### src/hw/rtl/ohlc_agg_pkg.sv
// ----------------------------------------------------------------------------
// OHLC aggregator package
// Widths, reset values and the classified item type shared by the front end,
// the item queue and the bar engine.
// ----------------------------------------------------------------------------
package ohlc_agg_pkg;

  // Field widths.
  localparam int TimeW     = 32;
  localparam int PriceW    = 32;
  localparam int VolW      = 32;
  localparam int SumW      = 48;
  localparam int IndexW    = 32;
  localparam int MinutesW  = 11;
  // Widest interval is 2047 minutes of 60 seconds, which needs 17 bits.
  localparam int IntervalW = 17;

  // Reset value of the bar length register, in minutes.
  localparam logic [MinutesW-1:0] BarMinutesReset = 11'd5;

  // Depth of the queue between the front end and the bar engine.
  localparam int QueueDepth = 2;
  localparam int QueuePtrW  = (QueueDepth > 1) ? $clog2(QueueDepth) : 1;
  localparam int QueueCntW  = $clog2(QueueDepth + 1);

  // A tick after its timestamp has been rounded down to its interval start.
  typedef struct packed {
    logic [TimeW-1:0]  start;
    logic [PriceW-1:0] bid;
    logic [VolW-1:0]   vol;
  } tick_item_t;

endpackage

### src/hw/rtl/ohlc_agg_front.sv
// ----------------------------------------------------------------------------
// OHLC aggregator front end
// Holds the bar length register, accepts ticks and finds each tick's interval
// start with a bit-serial remainder unit, then hands the item to the queue.
// ----------------------------------------------------------------------------
module ohlc_agg_front (
  input  logic                                 clk,
  input  logic                                 rst,
  input  logic                                 bar_minutes_we,
  input  logic [ohlc_agg_pkg::MinutesW-1:0]    bar_minutes,
  input  logic                                 push,
  output logic                                 full,
  input  logic [ohlc_agg_pkg::TimeW-1:0]       tick_time,
  input  logic [ohlc_agg_pkg::PriceW-1:0]      bid_price,
  input  logic [ohlc_agg_pkg::VolW-1:0]        tick_volume,
  output logic                                 item_valid,
  output ohlc_agg_pkg::tick_item_t             item,
  input  logic                                 item_full
);

  typedef enum logic [1:0] {
    ST_IDLE,
    ST_DIVIDE,
    ST_PUSH
  } state_t;

  localparam int BitCntW = $clog2(ohlc_agg_pkg::TimeW);
  localparam int IW      = ohlc_agg_pkg::IntervalW;
  localparam int MW      = ohlc_agg_pkg::MinutesW;

  state_t                          state;
  logic [MW-1:0]                   minutes_reg;
  logic [ohlc_agg_pkg::TimeW-1:0]  t_reg;
  logic [ohlc_agg_pkg::PriceW-1:0] bid_reg;
  logic [ohlc_agg_pkg::VolW-1:0]   vol_reg;
  logic [ohlc_agg_pkg::TimeW-1:0]  start_reg;
  logic [IW-1:0]                   interval;
  logic [IW-1:0]                   rem;
  logic [BitCntW-1:0]              bit_cnt;

  logic [MW-1:0]                   minutes_eff;
  logic [IW-1:0]                   interval_next;
  logic [IW:0]                     trial;
  logic [IW:0]                     trial_diff;
  logic                            fits;
  logic [IW-1:0]                   rem_next;

  // A zero bar length counts as one minute; the interval is minutes * 60,
  // formed as minutes * 64 - minutes * 4.
  assign minutes_eff   = (minutes_reg == '0) ? MW'(1) : minutes_reg;
  assign interval_next = {minutes_eff, 6'b0} - {4'b0, minutes_eff, 2'b0};

  // One restoring step of the remainder: bring in the next timestamp bit.
  assign trial      = {rem, t_reg[bit_cnt]};
  assign fits       = (trial >= {1'b0, interval});
  assign trial_diff = trial - {1'b0, interval};
  assign rem_next   = fits ? trial_diff[IW-1:0] : trial[IW-1:0];

  // Handshake and the item toward the queue.
  assign full       = (state != ST_IDLE);
  assign item_valid = (state == ST_PUSH);
  assign item.start = start_reg;
  assign item.bid   = bid_reg;
  assign item.vol   = vol_reg;

  // Sequencer, bar length register and working registers.
  always_ff @(posedge clk) begin
    if (rst) begin
      state       <= ST_IDLE;
      minutes_reg <= ohlc_agg_pkg::BarMinutesReset;
    end else begin
      if (bar_minutes_we) begin
        minutes_reg <= bar_minutes;
      end
      case (state)
        ST_IDLE: begin
          if (push) begin
            t_reg    <= tick_time;
            bid_reg  <= bid_price;
            vol_reg  <= tick_volume;
            interval <= interval_next;
            rem      <= '0;
            bit_cnt  <= BitCntW'(ohlc_agg_pkg::TimeW - 1);
            state    <= ST_DIVIDE;
          end
        end
        ST_DIVIDE: begin
          rem     <= rem_next;
          bit_cnt <= bit_cnt - BitCntW'(1);
          if (bit_cnt == '0) begin
            // The interval start is the timestamp less its remainder.
            start_reg <= t_reg - {{(ohlc_agg_pkg::TimeW - IW){1'b0}}, rem_next};
            state     <= ST_PUSH;
          end
        end
        ST_PUSH: begin
          if (!item_full) begin
            state <= ST_IDLE;
          end
        end
        default: begin
          state <= ST_IDLE;
        end
      endcase
    end
  end

endmodule

### src/hw/rtl/ohlc_agg_queue.sv
// ----------------------------------------------------------------------------
// OHLC aggregator item queue
// A short first-in first-out queue of classified ticks that lets the front
// end and the bar engine stall independently.
// ----------------------------------------------------------------------------
module ohlc_agg_queue (
  input  logic                     clk,
  input  logic                     rst,
  input  logic                     wr_valid,
  output logic                     wr_full,
  input  ohlc_agg_pkg::tick_item_t wr_item,
  output logic                     rd_valid,
  input  logic                     rd_take,
  output ohlc_agg_pkg::tick_item_t rd_item
);

  localparam int PW = ohlc_agg_pkg::QueuePtrW;
  localparam int CW = ohlc_agg_pkg::QueueCntW;

  ohlc_agg_pkg::tick_item_t entries [ohlc_agg_pkg::QueueDepth];
  logic [PW-1:0]            wr_ptr;
  logic [PW-1:0]            rd_ptr;
  logic [CW-1:0]            count;
  logic                     do_wr;
  logic                     do_rd;

  assign wr_full  = (count == CW'(ohlc_agg_pkg::QueueDepth));
  assign rd_valid = (count != '0);
  assign rd_item  = entries[rd_ptr];
  assign do_wr    = wr_valid && !wr_full;
  assign do_rd    = rd_take && rd_valid;

  // Entry storage; written at the tail only.
  always_ff @(posedge clk) begin
    if (do_wr) begin
      entries[wr_ptr] <= wr_item;
    end
  end

  // Pointers and fill count.
  always_ff @(posedge clk) begin
    if (rst) begin
      wr_ptr <= '0;
      rd_ptr <= '0;
      count  <= '0;
    end else begin
      if (do_wr) begin
        wr_ptr <= (wr_ptr == PW'(ohlc_agg_pkg::QueueDepth - 1)) ? '0 : wr_ptr + PW'(1);
      end
      if (do_rd) begin
        rd_ptr <= (rd_ptr == PW'(ohlc_agg_pkg::QueueDepth - 1)) ? '0 : rd_ptr + PW'(1);
      end
      if (do_wr && !do_rd) begin
        count <= count + CW'(1);
      end else if (do_rd && !do_wr) begin
        count <= count - CW'(1);
      end
    end
  end

  // The fill count never goes past the depth.
  a_count_bound: assert property (@(posedge clk) disable iff (rst)
    count <= CW'(ohlc_agg_pkg::QueueDepth))
    else $error("queue count above depth");

endmodule

### src/hw/rtl/ohlc_agg_back.sv
// ----------------------------------------------------------------------------
// OHLC aggregator bar engine
// Keeps the open bar, folds each classified tick into it or finishes it, and
// holds a finished bar in a result register until it is popped.
// ----------------------------------------------------------------------------
module ohlc_agg_back (
  input  logic                                clk,
  input  logic                                rst,
  input  logic                                item_valid,
  output logic                                item_take,
  input  ohlc_agg_pkg::tick_item_t            item,
  output logic                                empty,
  input  logic                                pop,
  output logic [ohlc_agg_pkg::IndexW-1:0]     bar_index,
  output logic [ohlc_agg_pkg::TimeW-1:0]      bar_start,
  output logic [ohlc_agg_pkg::PriceW-1:0]     open_price,
  output logic [ohlc_agg_pkg::PriceW-1:0]     high_price,
  output logic [ohlc_agg_pkg::PriceW-1:0]     low_price,
  output logic [ohlc_agg_pkg::PriceW-1:0]     close_price,
  output logic [ohlc_agg_pkg::SumW-1:0]       bar_volume
);

  localparam int SW = ohlc_agg_pkg::SumW;
  localparam int VW = ohlc_agg_pkg::VolW;

  // Open bar.
  logic                                bar_held;
  logic [ohlc_agg_pkg::TimeW-1:0]      held_start;
  logic [ohlc_agg_pkg::PriceW-1:0]     held_open;
  logic [ohlc_agg_pkg::PriceW-1:0]     held_high;
  logic [ohlc_agg_pkg::PriceW-1:0]     held_low;
  logic [ohlc_agg_pkg::PriceW-1:0]     held_close;
  logic [SW-1:0]                       held_volume;
  logic [ohlc_agg_pkg::IndexW-1:0]     bars_emitted;
  logic                                res_valid;

  logic                                same_bar;
  logic [SW:0]                         vol_sum;
  logic [SW-1:0]                       vol_next;
  logic [ohlc_agg_pkg::IndexW-1:0]     index_next;

  // An item is taken when the result register is free or being emptied.
  assign item_take = item_valid && (!res_valid || pop);
  assign empty     = !res_valid;
  assign same_bar  = (item.start == held_start);

  // Saturating volume sum and bar counter.
  assign vol_sum    = {1'b0, held_volume} + {{(SW + 1 - VW){1'b0}}, item.vol};
  assign vol_next   = vol_sum[SW] ? {SW{1'b1}} : vol_sum[SW-1:0];
  assign index_next = (bars_emitted == '1) ? bars_emitted
                                           : bars_emitted + ohlc_agg_pkg::IndexW'(1);

  // Bar state and the result register.
  always_ff @(posedge clk) begin
    if (rst) begin
      bar_held     <= 1'b0;
      held_start   <= '0;
      held_open    <= '0;
      held_high    <= '0;
      held_low     <= '0;
      held_close   <= '0;
      held_volume  <= '0;
      bars_emitted <= '0;
      res_valid    <= 1'b0;
    end else begin
      if (pop && res_valid) begin
        res_valid <= 1'b0;
      end
      if (item_take) begin
        if (bar_held && same_bar) begin
          // Tick inside the open bar.
          if (item.bid > held_high) begin
            held_high <= item.bid;
          end
          if (item.bid < held_low) begin
            held_low <= item.bid;
          end
          held_close  <= item.bid;
          held_volume <= vol_next;
        end else begin
          // Finish the open bar, if any, then start a new one from the tick.
          if (bar_held) begin
            bars_emitted <= index_next;
            bar_index    <= index_next;
            bar_start    <= held_start;
            open_price   <= held_open;
            high_price   <= held_high;
            low_price    <= held_low;
            close_price  <= held_close;
            bar_volume   <= held_volume;
            res_valid    <= 1'b1;
          end
          bar_held    <= 1'b1;
          held_start  <= item.start;
          held_open   <= item.bid;
          held_high   <= item.bid;
          held_low    <= item.bid;
          held_close  <= item.bid;
          held_volume <= {{(SW - VW){1'b0}}, item.vol};
        end
      end
    end
  end

  // Once a bar is open, one stays open until reset.
  a_bar_stays: assert property (@(posedge clk) disable iff (rst)
    bar_held |=> bar_held)
    else $error("open bar was dropped");

  // The open bar's range always covers its open and close.
  a_range: assert property (@(posedge clk) disable iff (rst)
    bar_held |-> (held_low <= held_open) && (held_open <= held_high) &&
                 (held_low <= held_close) && (held_close <= held_high))
    else $error("open bar range inconsistent");

  // A waiting result always carries a nonzero index and a consistent range.
  a_result: assert property (@(posedge clk) disable iff (rst)
    res_valid |-> (bar_index != '0) && (low_price <= high_price) && bar_held)
    else $error("finished bar inconsistent");

endmodule

### src/hw/rtl/tick_to_ohlc_bar_aggregator_unit.sv
// ----------------------------------------------------------------------------
// Tick to OHLC bar aggregator
// A bar is finished on the result ports when a tick from another interval
// is taken. The front end takes a new tick only once the last is handed to
// the queue; its remainder unit is bit-serial, one timestamp bit per cycle.
// Reset: synchronous; no bar is open, the bar counter is zero and the bar
// length returns to 5 minutes. The block takes ticks in the cycle after reset.
// ----------------------------------------------------------------------------
module tick_to_ohlc_bar_aggregator_unit (
  input  logic                                clk,
  input  logic                                rst,
  input  logic                                bar_minutes_we,
  input  logic [ohlc_agg_pkg::MinutesW-1:0]   bar_minutes,
  input  logic                                push,
  output logic                                full,
  input  logic [ohlc_agg_pkg::TimeW-1:0]      tick_time,
  input  logic [ohlc_agg_pkg::PriceW-1:0]     bid_price,
  input  logic [ohlc_agg_pkg::VolW-1:0]       tick_volume,
  output logic                                empty,
  input  logic                                pop,
  output logic [ohlc_agg_pkg::IndexW-1:0]     bar_index,
  output logic [ohlc_agg_pkg::TimeW-1:0]      bar_start,
  output logic [ohlc_agg_pkg::PriceW-1:0]     open_price,
  output logic [ohlc_agg_pkg::PriceW-1:0]     high_price,
  output logic [ohlc_agg_pkg::PriceW-1:0]     low_price,
  output logic [ohlc_agg_pkg::PriceW-1:0]     close_price,
  output logic [ohlc_agg_pkg::SumW-1:0]       bar_volume
);

  logic                     front_valid;
  logic                     front_full;
  ohlc_agg_pkg::tick_item_t front_item;
  logic                     queue_valid;
  logic                     queue_take;
  ohlc_agg_pkg::tick_item_t queue_item;

  // Interval classification.
  ohlc_agg_front u_front (
    .clk            (clk),
    .rst            (rst),
    .bar_minutes_we (bar_minutes_we),
    .bar_minutes    (bar_minutes),
    .push           (push),
    .full           (full),
    .tick_time      (tick_time),
    .bid_price      (bid_price),
    .tick_volume    (tick_volume),
    .item_valid     (front_valid),
    .item           (front_item),
    .item_full      (front_full)
  );

  // Decoupling queue.
  ohlc_agg_queue u_queue (
    .clk      (clk),
    .rst      (rst),
    .wr_valid (front_valid),
    .wr_full  (front_full),
    .wr_item  (front_item),
    .rd_valid (queue_valid),
    .rd_take  (queue_take),
    .rd_item  (queue_item)
  );

  // Bar update and result register.
  ohlc_agg_back u_back (
    .clk         (clk),
    .rst         (rst),
    .item_valid  (queue_valid),
    .item_take   (queue_take),
    .item        (queue_item),
    .empty       (empty),
    .pop         (pop),
    .bar_index   (bar_index),
    .bar_start   (bar_start),
    .open_price  (open_price),
    .high_price  (high_price),
    .low_price   (low_price),
    .close_price (close_price),
    .bar_volume  (bar_volume)
  );

endmodule

### config.mk
export PLATFORM = sky130hd
export DESIGN_NAME = tick_to_ohlc_bar_aggregator_unit
export DESIGN_NICKNAME = d
export VERILOG_FILES = /design/src/hw/rtl/ohlc_agg_pkg.sv /design/src/hw/rtl/ohlc_agg_front.sv /design/src/hw/rtl/ohlc_agg_queue.sv /design/src/hw/rtl/ohlc_agg_back.sv /design/src/hw/rtl/tick_to_ohlc_bar_aggregator_unit.sv
export SDC_FILE = /design/constraint.sdc
export NUM_CORES = 1
export LEC_CHECK = 0
export BUFFER_PORTS_ARGS = -buffer_cell sky130_fd_sc_hd__buf_4
export CELL_PAD_IN_SITES_DETAIL_PLACEMENT = 0
export CELL_PAD_IN_SITES_GLOBAL_PLACEMENT = 1
export CORE_ASPECT_RATIO = 0.8
export CORE_MARGIN = 3
export CORE_UTILIZATION = 45
export DETAILED_ROUTE_END_ITERATION = 7
export HOLD_SLACK_MARGIN = 0.02
export MAX_ROUTING_LAYER = met4
export PLACE_DENSITY_LB_ADDON = 0.12
export SLEW_MARGIN = 30
export SYNTH_ARGS = -nofsm -noshare
export SYNTH_HDL_FRONTEND = slang
export SYNTH_SLANG_ARGS = --single-unit
### constraint.sdc
create_clock -name clk -period 20.9 [get_ports clk]
set_input_delay 2.09 -clock clk [delete_from_list [all_inputs] [get_ports clk]]
set_output_delay 2.09 -clock clk [all_outputs]
set_load 0.005 [all_outputs]
; Word level (Yosys, flattened, before mapping)
; Memory sizes are Yosys's and may differ from the RTL's. A register that Yosys moved wholly into a read port is not among the register bits.
; Cells that the tools add are included.
[word_totals]
wordCells = 114
input_bits = 112
ramBits = 192
out_inout_bits = 242
n_memories = 1
register_bits = 666
[memory_table]
columns = name, depth, word_bits, read_ports, rd_clocked_by_memory_dff, write_ports, line_no
row1 = u_queue.entries, 2, 96, 1, 1, 1, ohlc_agg_queue.sv:20  ; ohlc_agg_pkg::tick_item_t entries [ohlc_agg_pkg::QueueDepth];
[classes]
n_lt_le_gt_ge = 4
mux = 31
n_eq_ne = 10
reduce_logical = 28
addsub = 10
n_bitwise = 2
[ops]
columns = cell, count
row1 = $mux 32, 5
row2 = $mux 48, 2
row3 = $add 48x32->49, 1
row4 = $mux 17, 2
row5 = $pmux 17 s2, 1
row6 = $add 32x1->32 const B, 1
row7 = $eq 32x32->1, 1
row8 = $eq 32x32->1 const B, 1
row9 = $gt 32x32->1, 1
row10 = $lt 32x32->1, 1
row11 = $sub 32x17->32, 1
row12 = $ge 18x17->1, 1
row13 = $sub 17x13->17, 1
row14 = $sub 17x17->17, 1
row15 = $reduce_and 3->1, 5
row16 = $logic_not 11->1, 1
row17 = $mux 1, 11
row18 = $mux 11, 1
row19 = $mux 2, 5
row20 = $pmux 5 s2, 1
row21 = $ne 2x2->1 const B, 4
row22 = $reduce_bool 2->1, 4
row23 = $logic_and 1x1->1, 7
row24 = $lt 5x6->1 const B, 1
row25 = 17 further kinds, 25

; Depth between registers and ports, before layout
; Gate-level depths: netlist of run 1.
[depth]
depth_word = 7
ltp_mapped = 23
mapped_depth_nobuf = 20

; Modules after synthesis
; A second synthesis of run 1 with hierarchy kept.
[hier_totals]
hier_cells = 3023
area_unflattened_um2 = 37173.2
[modules_own_cells]
columns = mod, n_inst, area_per_inst_um2, seq_area_each_um2, cells_per_inst
row1 = ohlc_agg_back, 1, 20927.6, 12051.6, 1989
row2 = ohlc_agg_front, 1, 8897.3, 5215.0, 710
row3 = ohlc_agg_queue, 1, 7348.3, 5865.6, 324

; Worst setup path after synthesis of run 1
; Ideal clock, no wire load.
[synth_timing]
path_type = input to register
from = input port pop
to = register u_back.bar_index[0] in the netlist's numbering (enable)
cell_stages = 6
setup_time_ns = 0.846
path_buffers = 2
arrival_ns = 12.860
t_required_ns = 20.054
slack_ns = 7.195
cell_sequence = nand2b_1 o21a_1 o211ai_1 clkbuf_1 clkbuf_1 nor2_1
[synth_via]
elab_chain_cells = 3
[synth_rtl]
columns = item, line_no
row1 = from (decl), tick_to_ohlc_bar_aggregator_unit.sv:20  ; input logic pop,
row2 = $logic_or 1x1->1, ohlc_agg_back.sv:43  ; assign item_take = item_valid && (!res_valid || pop);
row3 = $logic_and 1x1->1, ohlc_agg_back.sv:43
row4 = $reduce_and 4->1 (no line), -
row5 = to (signal assigned), ohlc_agg_back.sv:84  ; bar_index <= index_next;
row6 = to (decl), ohlc_agg_back.sv:14  ; output logic [ohlc_agg_pkg::IndexW-1:0] bar_index,
; Every way passes these cells.
; A chain may end at the register's enable or synchronous reset.

; Final worst setup path of run 1
[layout_timing]
from = register u_front.rem[1]
to = register u_front.start_reg[17] in the netlist's numbering, data pin
[layout_via]
elab_chain_cells = 3
elab_cells_between_ends = 4
classes_between = add/sub (2) / order compare (1) / mux (1)
[layout_rtl]
columns = item, line_no
row1 = from (decl), ohlc_agg_front.sv:38  ; logic [IW-1:0] rem;
row2 = from (signal assigned), ohlc_agg_front.sv:88  ; rem <= rem_next;
row3 = $sub 17x17->17 / $ge 18x17->1 (equally long branches), "ohlc_agg_front.sv:56, ohlc_agg_front.sv:55"
row4 = $mux 17 *, ohlc_agg_front.sv:57  ; assign rem_next = fits ? trial_diff[IW-1:0] : trial[IW-1:0];
row5 = $sub 32x17->32 *, ohlc_agg_front.sv:92  ; start_reg <= t_reg - {{(ohlc_agg_pkg::TimeW - IW){1'b0}}, rem_next};
row6 = to (signal assigned), ohlc_agg_front.sv:92
row7 = to (decl), ohlc_agg_front.sv:36  ; logic [ohlc_agg_pkg::TimeW-1:0] start_reg;
; Mark *: on every way between the ends. The rest lies on a longest branch, timed or not.

==> results.ini, run 1 <==
[power]
max-vdd-ir-drop_uv=73.0
finalPower_mw=5.52
power.density_nw_per_um2=128
power.leakage_nw=16.1

[global_routing]
overflow=0
grt_max_degree=169
grt_pass1_vias=22700
grt_pass1_wl_um=140000
grt_util_all_layers_pct=22.5
antenna_found_initial=4

[floorplan]
die_w_um=324
initial_core_util_pct=45.8
num_rows=92
die-area_sq_um=84100
core_sq_um=79300
io_pins=354
die_h_um=260

[worst_setup_path]
critPathTopFamily=compound AO/OA/AOI/OAI gates
crit_required_ns=21.28
critPathMaxFanout=12
critical_path_arrival_ns=5.78
reg2reg_from=u_front.rem[1]
crit_path_start_kind=register
crit_buf_inv=2
critPathKind=register to register
worstSetupEndpointType=register
cp_slowest_stage_delay_ns=0.54
path_cells=inv_1, ha_1, inv_1, fa_1, a211oi_2, o211ai_1, a21oi_1, o31ai_1, a31oi_2, mux2i_1, ha_1, a31o_2, a21oi_1, o31ai_1, maj3_2, a221o_1, nand3_2, nand2_1, a221oi_2, xor2_1
cp-startpoint=u_front.rem[1]
slowest_stage=a31oi_2

[yosys]
ys_seq_area_share_pct=63.7
synth_edf_count=597
avgSynthCellArea_sq_um=12.7
synthFlopType=edfxtp_1
async_reset_ff_share_pct=0
synth_cells=2865
synth_top_area_cell=edfxtp_1
ys_top_cells_by_area=edfxtp_1 49%, dfxtp_1 14%, ha_1 4.4%
ys_ff_latch=857
synth_warnings=0
synth.top_cell.area_share_pct=49.4
netlist_area_sq_um=36300
yosysUniqueCellTypes=79
syn_nets=3109

[status]
status=finished, final reports clean

[timing]
final.setup.tns_ns=0
slew_headroom_pct=34.3
period_share_pct=25.9
finalHoldViolCount=0
finClkSkew_ns=0.0184
grt_setup_unrepaired=false
max_clock_freq_mhz=185
setup_viol_count_final=0
fin_crit_ns=5.41
tightest_slew_ns=0.985
report.final.slew_viol_count=0

[placed_design]
place_congestion=0.893
dpl.hpwl_um=65000
portBuffers=353

[routing]
final_antenna_net_count=0
via_count=23600
drtPass1Iterations=7
via_per_inst=5.46
drc=0
dr.first_iter.drc_count=1838
routedWlPerCell_um=21.5
drt-total-wl_um=93000

[finish]
largest_register_ffs=192
nets=3454
top_register=u_queue.entries
top_regs=u_queue.entries: 192 flops, u_back.bar_volume: 48 flops, u_back.held_volume: 48 flops
fill_cells=6602
drive_gt1_share_pct=18.4
areaGrowthSynthToFinish_pct=18.5

[cts]
cts_max_level=3
cts_repair_resize_count=0
clock_path_buffers=3
cts-root-buf=clkbuf_16
cts_tree=built
clk_pin_slew_ns=0.07
cts_inserted_buffers=87
post-cts-setup-buffers=0
worstSkewPairLatency_ns=0.64
cts_sinks=857
postCtsHoldBufs=0

[flow_run]
maxCapViolations=0

[hold_path]
min-delay-start=u_back.held_close[22]
min_path_type=register to register

==> synthesized netlist by cell type, types with 55 or more instances <==
library cell,n
o21ai_0,85
edfxtp_1,597
inv_1,154
clkbuf_1,115
a21oi_1,127
a211oi_1,177
xnor2_1,123
xor2_1,55
nor2_1,284
mux2i_1,96
dfxtp_1,260
nand2_1,113
ha_1,129
==> path summary, 6_finish.rpt <==
path                            end  slack, ns  cells after the start
min reg2reg  u_back.close_price[22]       0.42                      0
max reg2reg   u_front.start_reg[17]      15.49                     20
min          u_back.close_price[22]       0.42                      0
max           u_front.start_reg[17]      15.49                     20
==> layer usage <==
layer  vias to the layer above  part of all wire (%)  track usage (%)
met5                         -                     0                -
met4                         0                   2.5             6.28
met3                       125                   6.0             3.88
met2                       688                    44             32.4
met1                     11500                    48             32.7
li1                      11300                     -                -
==> area by class of cell <==
cell class	count	area, sq um	area share (%)
flip-flops and latches	857	23100	53.8
multi-input cells	1719	12100	28.2
repair buffers	391	2980	6.92
clock buffers	120	2480	5.76
well taps	1034	1290	3.01
inverters	154	578	1.34
clock inverters	43	420	0.977
diodes	3	7.51	0.0175
==> cell usage in the layout (no fill, tap or decap), drive strengths merged, types with 113 or more instances in the layout <==
cell / netlist / layout
a211oi: 178 / 178
a21oi: 127 / 127
buf: 19 / 390
clkbuf: 116 / 121
dfxtp: 260 / 260
edfxtp: 597 / 597
ha: 129 / 129
inv: 154 / 159
nand2: 113 / 113
nor2: 284 / 284
xnor2: 123 / 123
==> power by group <==
part	leakage (nW)	switching, mW	internal, mW
Clock	1.41	0.660	0.911
Sequential	7.58	0.192	2.13
Combinational	7.09	0.965	0.669
==> metrics by stage <==
stage	worst slack (ns)	hold WS [ns]	area (sq um)	cells	utilization [%]
global route	15.08	0.438	43000	4320	54.2
global placement	15.14	0.415	40100	4154	50.5
CTS	15.29	0.419	43000	4318	54.2
detailed placement	15.02	0.414	40100	4155	50.6
finish	15.49	0.424	43000	4321	54.2
floorplan	7.19	0.408	36300	2865	-
==> cell families (layout without fill, tap and decap cells) <==
logic type / after synthesis / count (layout) / share of synthesized area [%]
flip-flops: 857 / 857 / 63.7
multiplexers: 134 / 134 / 3.88
AND/OR/NAND/NOR: 644 / 644 / 8.21
adder cells (fa/ha/maj): 139 / 139 / 4.82
XOR/XNOR: 178 / 178 / 4.30
other: 0 / 3 / 0
buffers and inverters: 289 / 708 / 3.11
AO/OA/AOI/OAI: 624 / 624 / 12.0
No activity file was read; power rests on OpenSTA's default activity.
==> run 2, diff against run 1 <==
==> constraint.sdc (replaced) <==
create_clock -name clk -period 5.3 [get_ports clk]
set_input_delay 0.53 -clock clk [delete_from_list [all_inputs] [get_ports clk]]
set_output_delay 0.53 -clock clk [all_outputs]
set_load 0.005 [all_outputs]
==> run 2 against run 1 <==
Sequential share of layout area fell by 1.3 points. Hold slack got worse by 0.36 ns. Critical path depth rose by 1. Register-to-register slack got worse by 15 ns. Highest routed layer unchanged. Non-clock buffer count rose by 94. Setup slack got worse by 15 ns. Clock skew rose by 0.017 ns. Fmax rose by 10%. Critical endpoint unchanged.
==> results.ini, run 2 (synthesis results as in run 1) <==
[status]
status=finished, final reports clean

[timing]
setup_viol_count_final=0
tightest_slew_ns=0.905
max_clock_freq_mhz=204
report.final.slew_viol_count=0
slew_headroom_pct=39.5
fin_crit_ns=4.91
finClkSkew_ns=0.0353
period_share_pct=92.6
finalHoldViolCount=0
final.setup.tns_ns=0
grt_setup_unrepaired=false

[power]
power.leakage_nw=16.6
max-vdd-ir-drop_uv=299
power.density_nw_per_um2=502
finalPower_mw=22.1

[cts]
cts_inserted_buffers=87
cts-root-buf=clkbuf_16
clock_path_buffers=3
post-cts-setup-buffers=0
cts_tree=built
worstSkewPairLatency_ns=0.66
clk_pin_slew_ns=0.06
cts_max_level=3
cts_sinks=857

[global_routing]
antenna_found_initial=2
met2_usage_pct=33.5
grt_pass1_vias=23500
overflow=0
grt_util_all_layers_pct=22.6
grtUsageMet3_pct=3.41
grt_max_degree=112
use_met1_pct=32.4
top_usage_layer=met2
grt_pass1_wl_um=141000

[floorplan]
die_h_um=260
initial_core_util_pct=45.8
die_w_um=324
core_sq_um=79300
num_rows=92
io_pins=354
die-area_sq_um=84100

[hold_path]
min_path_type=input port to register

[finish]
largest_register_ffs=192
final_core_util_pct=55.6
layout.cells.non_filler=4413
top_register=u_queue.entries
drive_gt1_share_pct=19.0
nets=3548
areaGrowthSynthToFinish_pct=21.5
top_regs=u_queue.entries: 192 flops, u_back.bar_volume: 48 flops, u_back.held_volume: 48 flops
fill_cells=6663
num_antenna_cells=0
mostFrequentLayoutCells=597 x edfxtp_1, 405 x buf_4, 281 x nor2_1
layout_commonest_cell=edfxtp_1

[flow_run]
maxCapViolations=0

[routing]
via_per_inst=5.45
via_count=24100
dr.first_iter.drc_count=1853
drt-total-wl_um=93300
final_antenna_net_count=0
routedWlPerCell_um=21.1
drtPass1Iterations=5
drc=0

[worst_setup_path]
crit_required_ns=5.70
critPathKind=register to register
worstSetupEndpointType=register
critPathMaxFanout=11
crit_path_start_kind=register
critical_path_arrival_ns=5.31

[placed_design]
portBuffers=353
place_congestion=0.872
dpl.hpwl_um=64400
dp.cells=4176

run 2: repair_timing:
item	in CTS	in global routing
hold buffers	73	0
endpoints found under the setup margin	0	7
endpoints found under the hold margin	73	0
resized for setup	0	4
run 2: metal layers:
layer,vias up,wire length [um]
met5,-,0
met4,0,2160
met3,122,4920
met2,633,41800
met1,11800,44400
li1,11500,-
run 2: worst paths after layout:
| kind | start | endpoint | slack (ns) | cells past startpoint |
|---|---|---|---|---|
| setup / recovery | u_front.rem[1] | u_front.start_reg[17] | 0.39 | 21 |
| hold / removal | tick_time[6] | u_front.t_reg[6] | 0.07 | 1 |
| setup reg to reg | u_front.rem[1] | u_front.start_reg[17] | 0.39 | 21 |
| hold reg to reg | u_back.held_open[14] | u_back.open_price[14] | 0.43 | 0 |
run 2: final cells by class:
type | instances | area, sq um | area share, %
Sequential cell | 857 | 23100 | 52.5
Multi-Input combinational cell | 1719 | 12200 | 27.7
Timing Repair Buffer | 485 | 3890 | 8.82
Clock buffer | 121 | 2450 | 5.55
Tap cell | 1034 | 1290 | 2.93
Inverter | 154 | 578 | 1.31
Clock inverter | 43 | 561 | 1.27
run 2: power by group:
| part | switching [mW] | total [mW] | internal (mW) | leakage, nW |
|---|---|---|---|---|
| registers | 0.693 | 9.07 | 8.38 | 7.58 |
| logic | 3.91 | 6.63 | 2.73 | 7.52 |
| clock network | 2.62 | 6.41 | 3.78 | 1.46 |
run 2: metrics by stage:
stage               hold slack, ns  setup WS [ns]  area, sq um
detailed placement           0.413          0.280        40300
floorplan                    0.408         -0.254        36500
finish                      0.0674          0.394        44100
global route                0.0328         0.0495        44100
global placement             0.416          0.394        40300
CTS                         0.0201          0.311        44100
run 2: worst max-delay path: stages, from the launching register on:
cell and delay (ns):
edfxtp_1 0.37, inv_1 0.08, ha_1 0.16, inv_1 0.05, fa_1 0.43, a211oi_2 0.28, o211ai_1 0.15, a21oi_2 0.21
o31ai_1 0.17, a31oi_1 0.26, buf_4 0.22, nor2_1 0.06, a21oi_1 0.17, ha_1 0.32, a21oi_1 0.19, o31ai_2 0.12
maj3_2 0.36, a221o_1 0.41, nand3_4 0.14, nand2_1 0.13, a221oi_2 0.28, xor2_1 0.09
